<file path="src/hw/rtl/u2u_pkg.sv">
package u2u_pkg;

  localparam int unsigned QueueDepth = 4;

  localparam logic [1:0] ST_OK       = 2'd0;
  localparam logic [1:0] ST_BAD_LEAD = 2'd1;
  localparam logic [1:0] ST_BAD_CONT = 2'd2;

  localparam logic [20:0] SUPP_BASE = 21'h10000;
  localparam logic [15:0] HI_SURR   = 16'hD800;
  localparam logic [15:0] LO_SURR   = 16'hDC00;

  typedef struct packed {
    logic [15:0] code_unit;
    logic        unit_present;
    logic        text_done;
    logic [1:0]  decode_status;
  } result_t;

  typedef struct packed {
    logic [1:0] count;
    result_t    first;
    result_t    second;
  } push_t;

endpackage

</file>
<file path="src/hw/rtl/u2u_decode.sv">
module u2u_decode (
  input  logic              clk,
  input  logic              rst,
  input  logic              accept,
  input  logic [7:0]        text_byte,
  input  logic              final_byte,
  output u2u_pkg::push_t    push
);

  logic [20:0] pending_point, pending_point_next;
  logic [1:0]  bytes_still_needed, bytes_still_needed_next;
  logic [1:0]  halted_status, halted_status_next;

  logic [20:0] cp;
  logic [20:0] cp_off;
  logic        emit;
  logic [1:0]  status;
  u2u_pkg::push_t res;

  always_comb begin
    pending_point_next      = pending_point;
    bytes_still_needed_next = bytes_still_needed;
    halted_status_next      = halted_status;
    cp                      = '0;
    emit                    = 1'b0;
    res                     = '0;

    if (halted_status == u2u_pkg::ST_OK) begin
      if (bytes_still_needed == 2'd0) begin
        priority if (text_byte < 8'h80) begin
          cp   = {13'd0, text_byte};
          emit = 1'b1;
        end else if (text_byte < 8'hC0 || text_byte >= 8'hF7) begin
          halted_status_next = u2u_pkg::ST_BAD_LEAD;
        end else if (text_byte >= 8'hF0) begin
          pending_point_next      = {18'd0, text_byte[2:0]};
          bytes_still_needed_next = 2'd3;
        end else if (text_byte >= 8'hE0) begin
          pending_point_next      = {17'd0, text_byte[3:0]};
          bytes_still_needed_next = 2'd2;
        end else begin
          pending_point_next      = {16'd0, text_byte[4:0]};
          bytes_still_needed_next = 2'd1;
        end
      end else begin
        if (text_byte[7:6] != 2'b10) begin
          halted_status_next      = u2u_pkg::ST_BAD_CONT;
          bytes_still_needed_next = 2'd0;
          pending_point_next      = '0;
        end else begin
          cp                      = {pending_point[14:0], text_byte[5:0]};
          pending_point_next      = cp;
          bytes_still_needed_next = bytes_still_needed - 2'd1;
          if (bytes_still_needed == 2'd1) begin
            emit               = 1'b1;
            pending_point_next = '0;
          end
        end
      end
    end

    cp_off = cp - u2u_pkg::SUPP_BASE;
    if (emit) begin
      if (cp >= u2u_pkg::SUPP_BASE) begin
        res.first.code_unit     = u2u_pkg::HI_SURR | {6'd0, cp_off[19:10]};
        res.first.unit_present  = 1'b1;
        res.second.code_unit    = u2u_pkg::LO_SURR | {6'd0, cp_off[9:0]};
        res.second.unit_present = 1'b1;
        res.count               = 2'd2;
      end else begin
        res.first.code_unit    = cp[15:0];
        res.first.unit_present = 1'b1;
        res.count              = 2'd1;
      end
    end

    status = halted_status_next;
    if (status == u2u_pkg::ST_OK && bytes_still_needed_next != 2'd0) begin
      status = u2u_pkg::ST_BAD_CONT;
    end

    if (final_byte) begin
      unique case (res.count)
        2'd2: begin
          res.second.text_done     = 1'b1;
          res.second.decode_status = status;
        end
        2'd1: begin
          res.first.text_done     = 1'b1;
          res.first.decode_status = status;
        end
        default: begin
          res.first.text_done     = 1'b1;
          res.first.decode_status = status;
          res.count               = 2'd1;
        end
      endcase
      pending_point_next      = '0;
      bytes_still_needed_next = 2'd0;
      halted_status_next      = u2u_pkg::ST_OK;
    end
  end

  assign push = accept ? res : '0;

  always_ff @(posedge clk) begin
    if (rst) begin
      pending_point      <= '0;
      bytes_still_needed <= '0;
      halted_status      <= u2u_pkg::ST_OK;
    end else if (accept) begin
      pending_point      <= pending_point_next;
      bytes_still_needed <= bytes_still_needed_next;
      halted_status      <= halted_status_next;
    end
  end

`ifndef SYNTHESIS
  a_final_clears: assert property (@(posedge clk) disable iff (rst)
    accept && final_byte |=> pending_point == '0 && bytes_still_needed == 2'd0
      && halted_status == u2u_pkg::ST_OK)
    else $error("state not cleared after end of text");

  a_halted_silent: assert property (@(posedge clk) disable iff (rst)
    accept && halted_status != u2u_pkg::ST_OK |->
      !push.first.unit_present && push.count == (final_byte ? 2'd1 : 2'd0))
    else $error("output while halted");

  a_status_on_done: assert property (@(posedge clk) disable iff (rst)
    push.count != 2'd0 && !push.first.text_done |->
      push.first.decode_status == u2u_pkg::ST_OK)
    else $error("status on a result that does not end the text");
`endif

endmodule

</file>
<file path="src/hw/rtl/u2u_outq.sv">
module u2u_outq #(
  parameter int unsigned DEPTH = u2u_pkg::QueueDepth
) (
  input  logic               clk,
  input  logic               rst,
  input  u2u_pkg::push_t     push,
  input  logic               take,
  output logic               room,
  output logic               head_valid,
  output u2u_pkg::result_t   head
);

  localparam int unsigned CW = $clog2(DEPTH + 1);

  u2u_pkg::result_t q [DEPTH];
  u2u_pkg::result_t q_next [DEPTH];
  logic [CW-1:0] count, count_next;
  logic [CW-1:0] base;
  logic          pop;

  assign head_valid = count != '0;
  assign head       = q[0];
  assign pop        = head_valid && take;
  assign room       = count <= CW'(DEPTH - 2);

  always_comb begin
    base = count - CW'(pop);
    for (int i = 0; i < DEPTH; i++) begin
      q_next[i] = q[i];
    end
    if (pop) begin
      for (int i = 0; i < DEPTH - 1; i++) begin
        q_next[i] = q[i + 1];
      end
    end
    for (int i = 0; i < DEPTH; i++) begin
      if (push.count != 2'd0 && base == CW'(i)) begin
        q_next[i] = push.first;
      end
      if (push.count == 2'd2 && base + CW'(1) == CW'(i)) begin
        q_next[i] = push.second;
      end
    end
    count_next = base + CW'(push.count);
  end

  always_ff @(posedge clk) begin
    if (rst) begin
      count <= '0;
    end else begin
      count <= count_next;
    end
    for (int i = 0; i < DEPTH; i++) begin
      q[i] <= q_next[i];
    end
  end

`ifndef SYNTHESIS
  a_no_overflow: assert property (@(posedge clk) disable iff (rst)
    count <= CW'(DEPTH))
    else $error("result queue overflow");

  a_push_needs_room: assert property (@(posedge clk) disable iff (rst)
    push.count != 2'd0 |=> count != '0)
    else $error("pushed result lost");
`endif

endmodule

</file>
<file path="src/hw/rtl/utf8_to_utf16_decoder_unit.sv">
// a result enters the registered queue when its item is accepted and is offered from the head
// throughput: one byte per cycle while the queue has room; a surrogate pair yields two
// output units, so a queue of results absorbs the extra unit and holds off input while
// fewer than two queue slots are free
// reset: synchronous, active high; clears decode state and empties the queue
module utf8_to_utf16_decoder_unit #(
  parameter int unsigned QUEUE_DEPTH = u2u_pkg::QueueDepth
) (
  input  logic        clk,
  input  logic        rst,
  input  logic        s_axis_tvalid,
  output logic        s_axis_tready,
  input  logic [7:0]  s_axis_tdata,   // text_byte
  input  logic        s_axis_tlast,   // final_byte
  output logic        m_axis_tvalid,
  input  logic        m_axis_tready,
  output logic [15:0] m_axis_tdata,   // code_unit
  output logic [2:0]  m_axis_tuser,   // unit_present, decode_status[1:0]
  output logic        m_axis_tlast    // text_done
);

  u2u_pkg::push_t   push;
  u2u_pkg::result_t head;
  logic             room;
  logic             accept;

  assign s_axis_tready = room;
  assign accept        = s_axis_tvalid && room;

  u2u_decode u_decode (
    .clk        (clk),
    .rst        (rst),
    .accept     (accept),
    .text_byte  (s_axis_tdata),
    .final_byte (s_axis_tlast),
    .push       (push)
  );

  u2u_outq #(
    .DEPTH (QUEUE_DEPTH)
  ) u_outq (
    .clk        (clk),
    .rst        (rst),
    .push       (push),
    .take       (m_axis_tready),
    .room       (room),
    .head_valid (m_axis_tvalid),
    .head       (head)
  );

  assign m_axis_tdata = head.code_unit;
  assign m_axis_tuser = {head.decode_status, head.unit_present};
  assign m_axis_tlast = head.text_done;

endmodule

</file>
<file path="config.mk">
export PLATFORM = sky130hd
export DESIGN_NAME = utf8_to_utf16_decoder_unit
export DESIGN_NICKNAME = d
export VERILOG_FILES = /design/src/hw/rtl/u2u_pkg.sv /design/src/hw/rtl/u2u_decode.sv /design/src/hw/rtl/u2u_outq.sv /design/src/hw/rtl/utf8_to_utf16_decoder_unit.sv
export SDC_FILE = /design/constraint.sdc
export NUM_CORES = 1
export LEC_CHECK = 0
export BUFFER_PORTS_ARGS = -buffer_cell sky130_fd_sc_hd__buf_2
export CAP_MARGIN = 25
export CORE_ASPECT_RATIO = 0.75
export CORE_MARGIN = 4
export CORE_UTILIZATION = 35
export DETAILED_ROUTE_END_ITERATION = 8
export PLACE_DENSITY = 0.61
export REMOVE_ABC_BUFFERS = 1
export SYNTH_ARGS = -nofsm -noshare
export SYNTH_HDL_FRONTEND = slang
export SYNTH_SLANG_ARGS = --single-unit
</file>
<file path="constraint.sdc">
create_clock -name clk -period 5.3 [get_ports clk]
set_clock_uncertainty 0.2 [all_clocks]
set_input_delay 0 -clock clk [delete_from_list [all_inputs] [get_ports clk]]
set_output_delay 0 -clock clk [all_outputs]
set_load 0.01 [all_outputs]
</file>
# Word-level counts from Yosys, hierarchy flattened
# Memories as Yosys holds them, arrays and structs flattened.
# Index checks and enable logic that the tools add are counted.
# op_classes
n_addsub	5
order_cmp	7
eq_ne	13
n_mux	53
reduce_logical	23
# ops
operator	n
20-bit two-way mux	8
15-bit two-way mux	7
21-bit two-way mux	3
60-bit two-way mux	1
42-bit two-way mux	1
19-bit two-way mux	2
17-bit two-way mux	2
2-bit two-way mux	17
8-bit >= comparator (second input constant)	3
21-bit by 17-bit >= comparator with 1-bit output (second input constant)	1
20-bit by 17-bit subtractor with 20-bit output (second input constant)	1
8-bit less-than comparator (second input constant)	2
3-bit by 2-bit equality test with 1-bit output (second input constant)	4
3-bit two-way mux	4
1-bit logical AND	11
5-bit two-way mux	2
8-bit two-way mux	1
3-bit by 1-bit equality test with 1-bit output (second input constant)	2
2-bit zero test	3
3-bit zero test	2
3-bit != test (second input constant)	2
2-bit nonzero test	3
1-bit two-way mux	5
2-bit by 1-bit equality test with 1-bit output (second input constant)	2
other kinds (11)	12
# totals
reg_bits	22
mem_bits_rw	80
in_bits	13
output_inout_bits	22
wordCells	106
memories	1
# memory_table
name	depth	width	read_ports	rd_ports_with_merged_regs	wr	line	rtl
u_outq.q	4	20	4	0	4	u2u_outq.sv:15	u2u_pkg::result_t q [DEPTH];

# Depth between registers and ports, before layout
# Gate-level depths: netlist of the first run.
# logic_depth
ltp_word	17
ltp_mapped	19
depth_no_buf	18

# Hierarchy
# A second synthesis of the first run with hierarchy kept.
# unflattened
cells_unflattened	663
area_unflattened_um2	6411.1
# modules_own_cells
mod	n_inst	cells_per_inst	area_each_um2	seq_area_each_um2
u2u_outq	1	443	4787.1	2462.4
u2u_decode	1	219	1617.8	380.4
utf8_to_utf16_decoder_unit	1	1	6.3	0.0

# Worst setup path before layout of the first run
# OpenSTA, ideal clock, no wires.
# synth_timing
kind	reg2reg
from	register u_decode.bytes_still_needed[0] (netlist name)
to	memory u_outq.q[1][0] in the netlist's numbering, enable pin
setup_ns	0.443
arrival_ns	3.498
required_ns	4.657
slack_ns	1.158
path_stages_with_launch	14
path_buffers	2
synth_period_minus_slack_ns	4.142
cell_sequence	dfxtp_1 -> inv_1 -> ha_1 -> or3b_2 -> nor2_2 -> buf_2 -> nand2_1 -> ha_1 -> nor4b_1 -> and3_1 -> o221a_4 -> o211ai_2 -> clkbuf_1 -> nand3_1
# synth_rtl
item	line
end, declared	u2u_outq.sv:15

# Worst setup path after layout of the first run
# layout_timing
from	register u_decode.bytes_still_needed[0]
to	register u_outq.count[2]
# layout_via
elab_chain_cells	12
word_cells_on_any_way	18
cone_classes	add/sub (1); order compare (1); eq/ne (3); mux (11); reduce/logical (2)
# layout_lines
item	line	rtl
start, declared	u2u_decode.sv:11	logic [1:0] bytes_still_needed, bytes_still_needed_next;
start signal, assigned	u2u_decode.sv:113	bytes_still_needed <= bytes_still_needed_next;
2-bit zero test / 2-bit by 1-bit equality test with 1-bit output (equally long branches)	u2u_decode.sv:29, u2u_decode.sv:54	
21-bit two-way mux / 1-bit two-way mux (equally long branches)	u2u_decode.sv:29, u2u_decode.sv:54	
21-bit two-way mux / 1-bit two-way mux (equally long branches)	u2u_decode.sv:28, u2u_decode.sv:46	
21-bit by 17-bit >= comparator with 1-bit output / 1-bit two-way mux (equally long branches)	u2u_decode.sv:64, u2u_decode.sv:29	
19-bit two-way mux / 1-bit two-way mux (equally long branches)	u2u_decode.sv:64, u2u_decode.sv:28	
19-bit two-way mux *	u2u_decode.sv:63	if (emit) begin
2-bit equality test / 2-bit by 1-bit equality test with 1-bit output (equally long branches)	u2u_decode.sv:83	unique case (res.count)
2-bit OR reduction (no line)	n/a	
2-bit two-way mux	u2u_decode.sv:83	
2-bit two-way mux *	u2u_decode.sv:82	if (final_byte) begin
42-bit two-way mux *	u2u_decode.sv:104	assign push = accept ? res : '0;
3-bit by 2-bit adder with 3-bit output *	u2u_outq.sv:44	count_next = base + CW'(push.count);
end signal, assigned	u2u_outq.sv:51	count <= count_next;
end, declared	u2u_outq.sv:17	logic [CW-1:0] count, count_next;
# Mark *: on every way between the ends. The rest lies on a longest branch, timed or not.
# A chain may end at the register's enable or synchronous reset.

==> flow_metrics.py, run 1 <==
metrics = {
    "layout": {
        "area_delta_synth_final_pct": 13.20,
        "final_util_pct": 41.15,
        "diodes": 0,
        "nNetsFinal": 609,
        "nFillCells": 1505,
        "seq_area_um2": 2803,
        "drive_gt1_share_pct": 14.53,
        "multiInputGateArea_um2": 2614,
    },
    "hold_path": {
        "hold_class": "in2reg",
    },
    "worst_setup_path": {
        "start_kind": "register",
        "slowest_stage": "or3b_2",
        "cp_common_cell": "ha_1",
        "cp-end-kind": "register",
        "cp_top_family": "simple AND/OR/NAND/NOR gates",
        "worst-path-buf-inv": 2,
        "critical_path_class": "reg2reg",
        "cp_max_fo": 16,
        "crit_required_ns": 5.32,
        "cp_data_arrival_time_ns": 4.72,
        "cp_slowest_stage_delay_ns": 0.62,
        "worstPathCellList": "inv_1 > ha_1 > or3b_2 > nor2_2 > nand2_1 > ha_1 > nor4b_1 > and3_1 > o221a_4 > nor2_2 > mux2i_1 > nor2_1 > ha_1 > inv_1 > fa_1 > xnor2_1 > nor2_1",
    },
    "global_route": {
        "grt_pass1_wl_um": 24190,
        "grt_use_met3_pct": 3.565,
        "grt_use_met1_pct": 26.21,
        "grt_pass1_vias": 4296,
        "grtUsageMet2_pct": 22.93,
        "gr-usage-all-layers_pct": 16.55,
        "grt_max_degree": 29,
        "antenna_found_initial": 0,
        "grt_overflow": 0,
        "grt_busiest_layer": "met1",
    },
    "timing": {
        "slew_viol_final": 0,
        "fin_crit_ns": 4.696,
        "fin_crit_sh_pct": 88.61,
        "hold_viol": 0,
        "setup_tns_ns": 0,
        "max_clock_freq_ghz": 0.2129,
        "tightest_slew_ns": 0.9817,
        "setup_viol": 0,
        "relSlewSlack_pct": 34.55,
        "rsz0062_at_grt": "no",
    },
    "routing": {
        "wl_um": 15310,
        "via_per_inst": 5.897,
        "vias": 4700,
        "drt_iter0_drc": 573,
        "detail_route.wl_per_cell_um": 19.21,
        "drc": 0,
        "dr.pass1.iters": 5,
        "ant_nets": 0,
    },
    "clocking": {
        "cts_hold_buf": 10,
        "cts_tree": "yes",
        "cts_resized": 0,
        "cts-root-buf": "clkbuf_16",
        "post-cts-setup-buffers": 0,
        "clockBufferDepth": 2,
        "insertion_delay_ns": 0.35,
        "cts.htree.levels": 3,
        "cts_buffers": 9,
        "clkSlewWorstSetupHoldPaths_ns": 0.07,
        "cts_sinks": 102,
    },
    "floorplan": {
        "die_area_um2": 18240,
        "fp.dieH_um": 118.0,
        "start_util_pct": 36.36,
        "fp.coreArea_um2": 15520,
        "die_w_um": 154.6,
        "io_pins": 35,
        "num_rows": 39,
    },
    "logic_synthesis": {
        "synth_common_cells": "edfxtp_1 (76), nand2_1 (55), o21ai_0 (39)",
        "ys_warn_count": 0,
        "ys_top_cells_by_area": "edfxtp_1 (40%), dfxtp_1 (9.2%), nand2_1 (3.7%)",
        "netlist_instances": 557,
        "synth_area_leader_cell": "edfxtp_1",
        "ys_seq_area_share_pct": 49.68,
        "synth_top_area_share_pct": 40.45,
        "syn-cell-area_um2": 5642,
        "synth-edff-count": 76,
        "async_reset_ff_share_pct": 0,
        "avgSynthCellArea_um2": 10.13,
        "synth_cell_type_count": 76,
        "ys.flop_type": "edfxtp_1",
        "synth-seq-cells": 102,
        "synthMostInstantiatedCell": "edfxtp_1",
    },
    "status": {
        "outcome": "finished clean",
    },
    "power_and_ir_drop": {
        "powerDensity_nw_per_um2": 454.3,
        "power_mw": 2.901,
        "peakVddDrop_v": 0.0001596,
        "p_leak_nw": 2.392,
    },
    "placed_design": {
        "gp_congestion": 0.9088,
        "portBuffers": 34,
        "detailed_place_hpwl_um": 11170,
    },
    "job": {
        "max_cap_violations": 0,
    },
}
[where the power goes]
group | internal [mW] | leakage, nW | total, mW | switching [mW]
Sequential | 1.20 | 0.937 | 1.27 | 0.0695
Clock | 0.397 | 0.154 | 0.701 | 0.305
Combinational | 0.334 | 1.30 | 0.932 | 0.597
[final timing paths]
check | startpoint | endpoint | slack (ns) | depth (start not counted)
max reg2reg | u_decode.bytes_still_needed[0] | u_outq.count[2] | 0.60 | 17
max | u_decode.bytes_still_needed[0] | u_outq.count[2] | 0.60 | 17
min | s_axis_tdata[7] | u_decode.halted_status[0] | 0.02 | 5
min reg2reg | u_decode.pending_point[11] | u_decode.pending_point[11] | 0.30 | 2
[routing by layer]
metal / part of all wire (%) / vias up
met4: 0.76 / 0
li1: - / 2205
met5: 0 / -
met2: 43 / 184
met3: 8.7 / 11
met1: 48 / 2300
[cell type report]
type / instances / area share, %
multi-input combinational: 406 / 40.93
inverter: 14 / 0.8229
timing repair buffer: 54 / 5.408
tap: 205 / 4.016
clock inverter: 5 / 0.9796
clock buffer: 11 / 3.958
sequential: 102 / 43.89
[sequential cells by signal, indices dropped and copies added, names as in the netlist]
register,count
u_outq.count,3
u_outq.q,80
u_decode.bytes_still_needed,2
u_decode.halted_status,2
u_decode.pending_point,15
[cell usage in the layout, fill, tap and decap left out, types with 4 or more instances in the layout]
master	n
inv_1	14
o211ai_1	4
nor2_1	27
o2bb2ai_1	6
o21ai_1	5
nand2b_1	11
nor2b_1	9
clkbuf_16	9
a21oi_1	30
mux2i_1	12
dlygate4sd3_1	10
or3_1	9
buf_4	10
a2bb2oi_1	23
nor3_1	15
dfxtp_1	26
ha_1	8
buf_2	34
o22ai_1	21
o21ai_0	39
a31oi_1	5
o31ai_1	5
a22oi_1	8
edfxtp_1	76
nand3_1	35
nand2_1	55
and3_1	7
[worst reg2reg max path, cell delays in order (launching register included)]
cell and delay (ns):
dfxtp_1 0.38, inv_1 0.08, ha_1 0.38, or3b_2 0.62, nor2_2 0.41, nand2_1 0.16, ha_1 0.24, nor4b_1 0.14
and3_1 0.21, o221a_4 0.35, nor2_2 0.35, mux2i_1 0.14, nor2_1 0.11, ha_1 0.15, inv_1 0.05, fa_1 0.37
xnor2_1 0.18, nor2_1 0.06
[stage by stage]
stage	hold slack (ns)	cells	worst slack (ns)	area, um^2
6_report	0.02105	797	0.6036	6386
4_1_cts	0.01387	797	0.6440	6386
3_3_place_gp	0.08236	771	0.8672	5971
2_1_floorplan	-0.1333	522	1.061	5469
5_1_grt	0.04533	797	0.2238	6386
3_5_place_dp	0.08657	771	0.6854	5971
[kinds of logic after synthesis]
group	synth area share [%]
xor gates and xnor gates	0.6211
adders and majority gates	2.129
and+or+nand+nor	18.74
AOI/OAI and AO/OA	22.51
buffers and inverters	3.992
DFF	49.68
muxes	2.329
Note: power is estimated with default switching activity, not from simulation.
==> run 2, diff against run 1 <==
- CTS_BUF_LIST: default -> sky130_fd_sc_hd__clkbuf_16
==> run 2 against run 1 <==
Against the previous run: total power shrank 1.1%; sequential power is essentially flat; core utilization decreased by 0.13 points; final cell count did not move; non-clock buffer count did not move; die area stayed put; highest routed layer unchanged; sequential share of layout area increased by 0.14 points; flip-flop and latch count stayed put; maximum frequency is 0.10% lower; worst hold slack better by 0.0034 ns.
==> flow_metrics.py, run 2 (synthesis results as in run 1) <==
metrics = {
    "timing": {
        "slew_viol_final": 0,
        "fin_crit_ns": 4.701,
        "fin_crit_sh_pct": 88.70,
        "hold_viol": 0,
        "setup_viol": 0,
        "relSlewSlack_pct": 33.50,
        "tightest_slew_ns": 0.9974,
        "rsz0062_at_grt": "no",
        "hold-worst-slack_ns": 0.02442,
        "max_clock_freq_ghz": 0.2127,
        "fin_ws_ns": 0.5988,
        "setup_tns_ns": 0,
    },
    "layout": {
        "top_regs": "u_outq.q (80), u_decode.pending_point (15), u_outq.count (3)",
        "diodes": 0,
        "drive_gt1_share_pct": 14.19,
        "area_delta_synth_final_pct": 12.84,
        "nFillCells": 1503,
        "layout_common_cells": "edfxtp_1 (76), nand2_1 (55), o21ai_0 (39), nand3_1 (35), buf_2 (34)",
        "fin_cells": 797,
        "top_register": "u_outq.q",
        "nNetsFinal": 609,
        "largest_register_ffs": 80,
        "final_common_cell": "edfxtp_1",
    },
    "routing": {
        "drt_iter0_drc": 550,
        "detail_route.wl_per_cell_um": 19.23,
        "drc": 0,
        "vias": 4726,
        "wl_um": 15320,
        "via_per_inst": 5.930,
        "ant_nets": 0,
        "dr.pass1.iters": 5,
    },
    "global_route": {
        "antenna_found_initial": 0,
        "grt_max_degree": 29,
        "gr-usage-all-layers_pct": 16.53,
        "grt_overflow": 0,
        "grt_pass1_wl_um": 24180,
        "grt_pass1_vias": 4287,
    },
    "power_and_ir_drop": {
        "p_leak_nw": 2.381,
        "peakVddDrop_v": 0.0001565,
        "powerDensity_nw_per_um2": 450.6,
        "power_mw": 2.869,
    },
    "clocking": {
        "insertion_delay_ns": 0.35,
        "cts_hold_buf": 10,
        "clockBufferDepth": 2,
        "cts.htree.levels": 3,
        "cts_resized": 0,
        "cts_tree": "yes",
        "post-cts-setup-buffers": 0,
        "cts-root-buf": "clkbuf_16",
        "cts_sinks": 102,
        "clkSlewWorstSetupHoldPaths_ns": 0.07,
        "cts_buffers": 9,
    },
    "worst_setup_path": {
        "critical_path_class": "reg2reg",
        "cp_max_fo": 16,
        "crit_required_ns": 5.32,
        "cp-end-kind": "register",
        "start_kind": "register",
        "cp_data_arrival_time_ns": 4.72,
    },
    "floorplan": {
        "num_rows": 39,
        "io_pins": 35,
        "die_area_um2": 18240,
        "fp.dieH_um": 118.0,
        "fp.coreArea_um2": 15520,
        "start_util_pct": 36.36,
        "die_w_um": 154.6,
    },
    "status": {
        "outcome": "finished clean",
    },
    "placed_design": {
        "portBuffers": 34,
        "dp_cells": 771,
        "pre_cts_slack_ns": 0.6854,
        "detailed_place_hpwl_um": 11170,
        "gp_congestion": 0.9088,
    },
    "job": {
        "max_cap_violations": 0,
    },
    "hold_path": {
        "hold_class": "in2reg",
    },
}
==> run 2: changes by cell type in the layout (fill, tap and decap cells not counted) <==
cell      previous run  this run
clkbuf_8             2         0
clkinv_1             0         2
==> run 2: critical path, stage by stage (launching register included) <==
cell,delay [ns]
dfxtp_1,0.38
inv_1,0.08
ha_1,0.38
or3b_2,0.62
nor2_2,0.42
nand2_1,0.16
ha_1,0.24
nor4b_1,0.14
and3_1,0.21
o221a_4,0.35
nor2_2,0.35
mux2i_1,0.14
nor2_1,0.11
ha_1,0.15
inv_1,0.04
fa_1,0.37
xnor2_1,0.17
nor2_1,0.06
==> run 2: final timing paths <==
| check | start | endpoint | slack [ns] | cells past startpoint |
|---|---|---|---|---|
| worst max-delay path | u_decode.bytes_still_needed[0] | u_outq.count[2] | 0.60 | 17 |
| worst min-delay path | s_axis_tdata[7] | u_decode.halted_status[0] | 0.02 | 5 |
| worst max register to register | u_decode.bytes_still_needed[0] | u_outq.count[2] | 0.60 | 17 |
| worst min register to register | u_decode.pending_point[11] | u_decode.pending_point[11] | 0.30 | 2 |
==> run 2: layout make-up <==
| cell class | instances | area [um^2] | share of cell area (%) |
|---|---|---|---|
| repair buffers | 54 | 345.3 | 5.425 |
| multi-input cells | 406 | 2614 | 41.06 |
| inverters | 14 | 52.55 | 0.8255 |
| clock buffers | 9 | 225.2 | 3.538 |
| clock inverters | 7 | 70.07 | 1.101 |
| flip-flops and latches | 102 | 2803 | 44.03 |
| well taps | 205 | 256.5 | 4.029 |
==> run 2: report_power, final <==
part	internal, mW	switching [mW]
sequential	1.20	0.0691
combinational	0.334	0.599
clock	0.367	0.300
total	1.90	0.968
==> run 2: routing by layer <==
metal | vias up | routed length [um] | track usage, %
met5 | - | 0 | 0
met4 | 0 | 100 | 3.309
met3 | 11 | 1307 | 3.565
met2 | 191 | 6509 | 22.68
met1 | 2321 | 7406 | 26.37
li1 | 2203 | - | -
==> run 2: per-stage QoR <==
stage                     instance area, um^2  utilization, %
after floorplan                          5469               -
after global placement                   5971           38.48
after detailed placement                 5971           38.48
after CTS                                6366           41.03
after global routing                     6366           41.03
final                                    6366           41.03
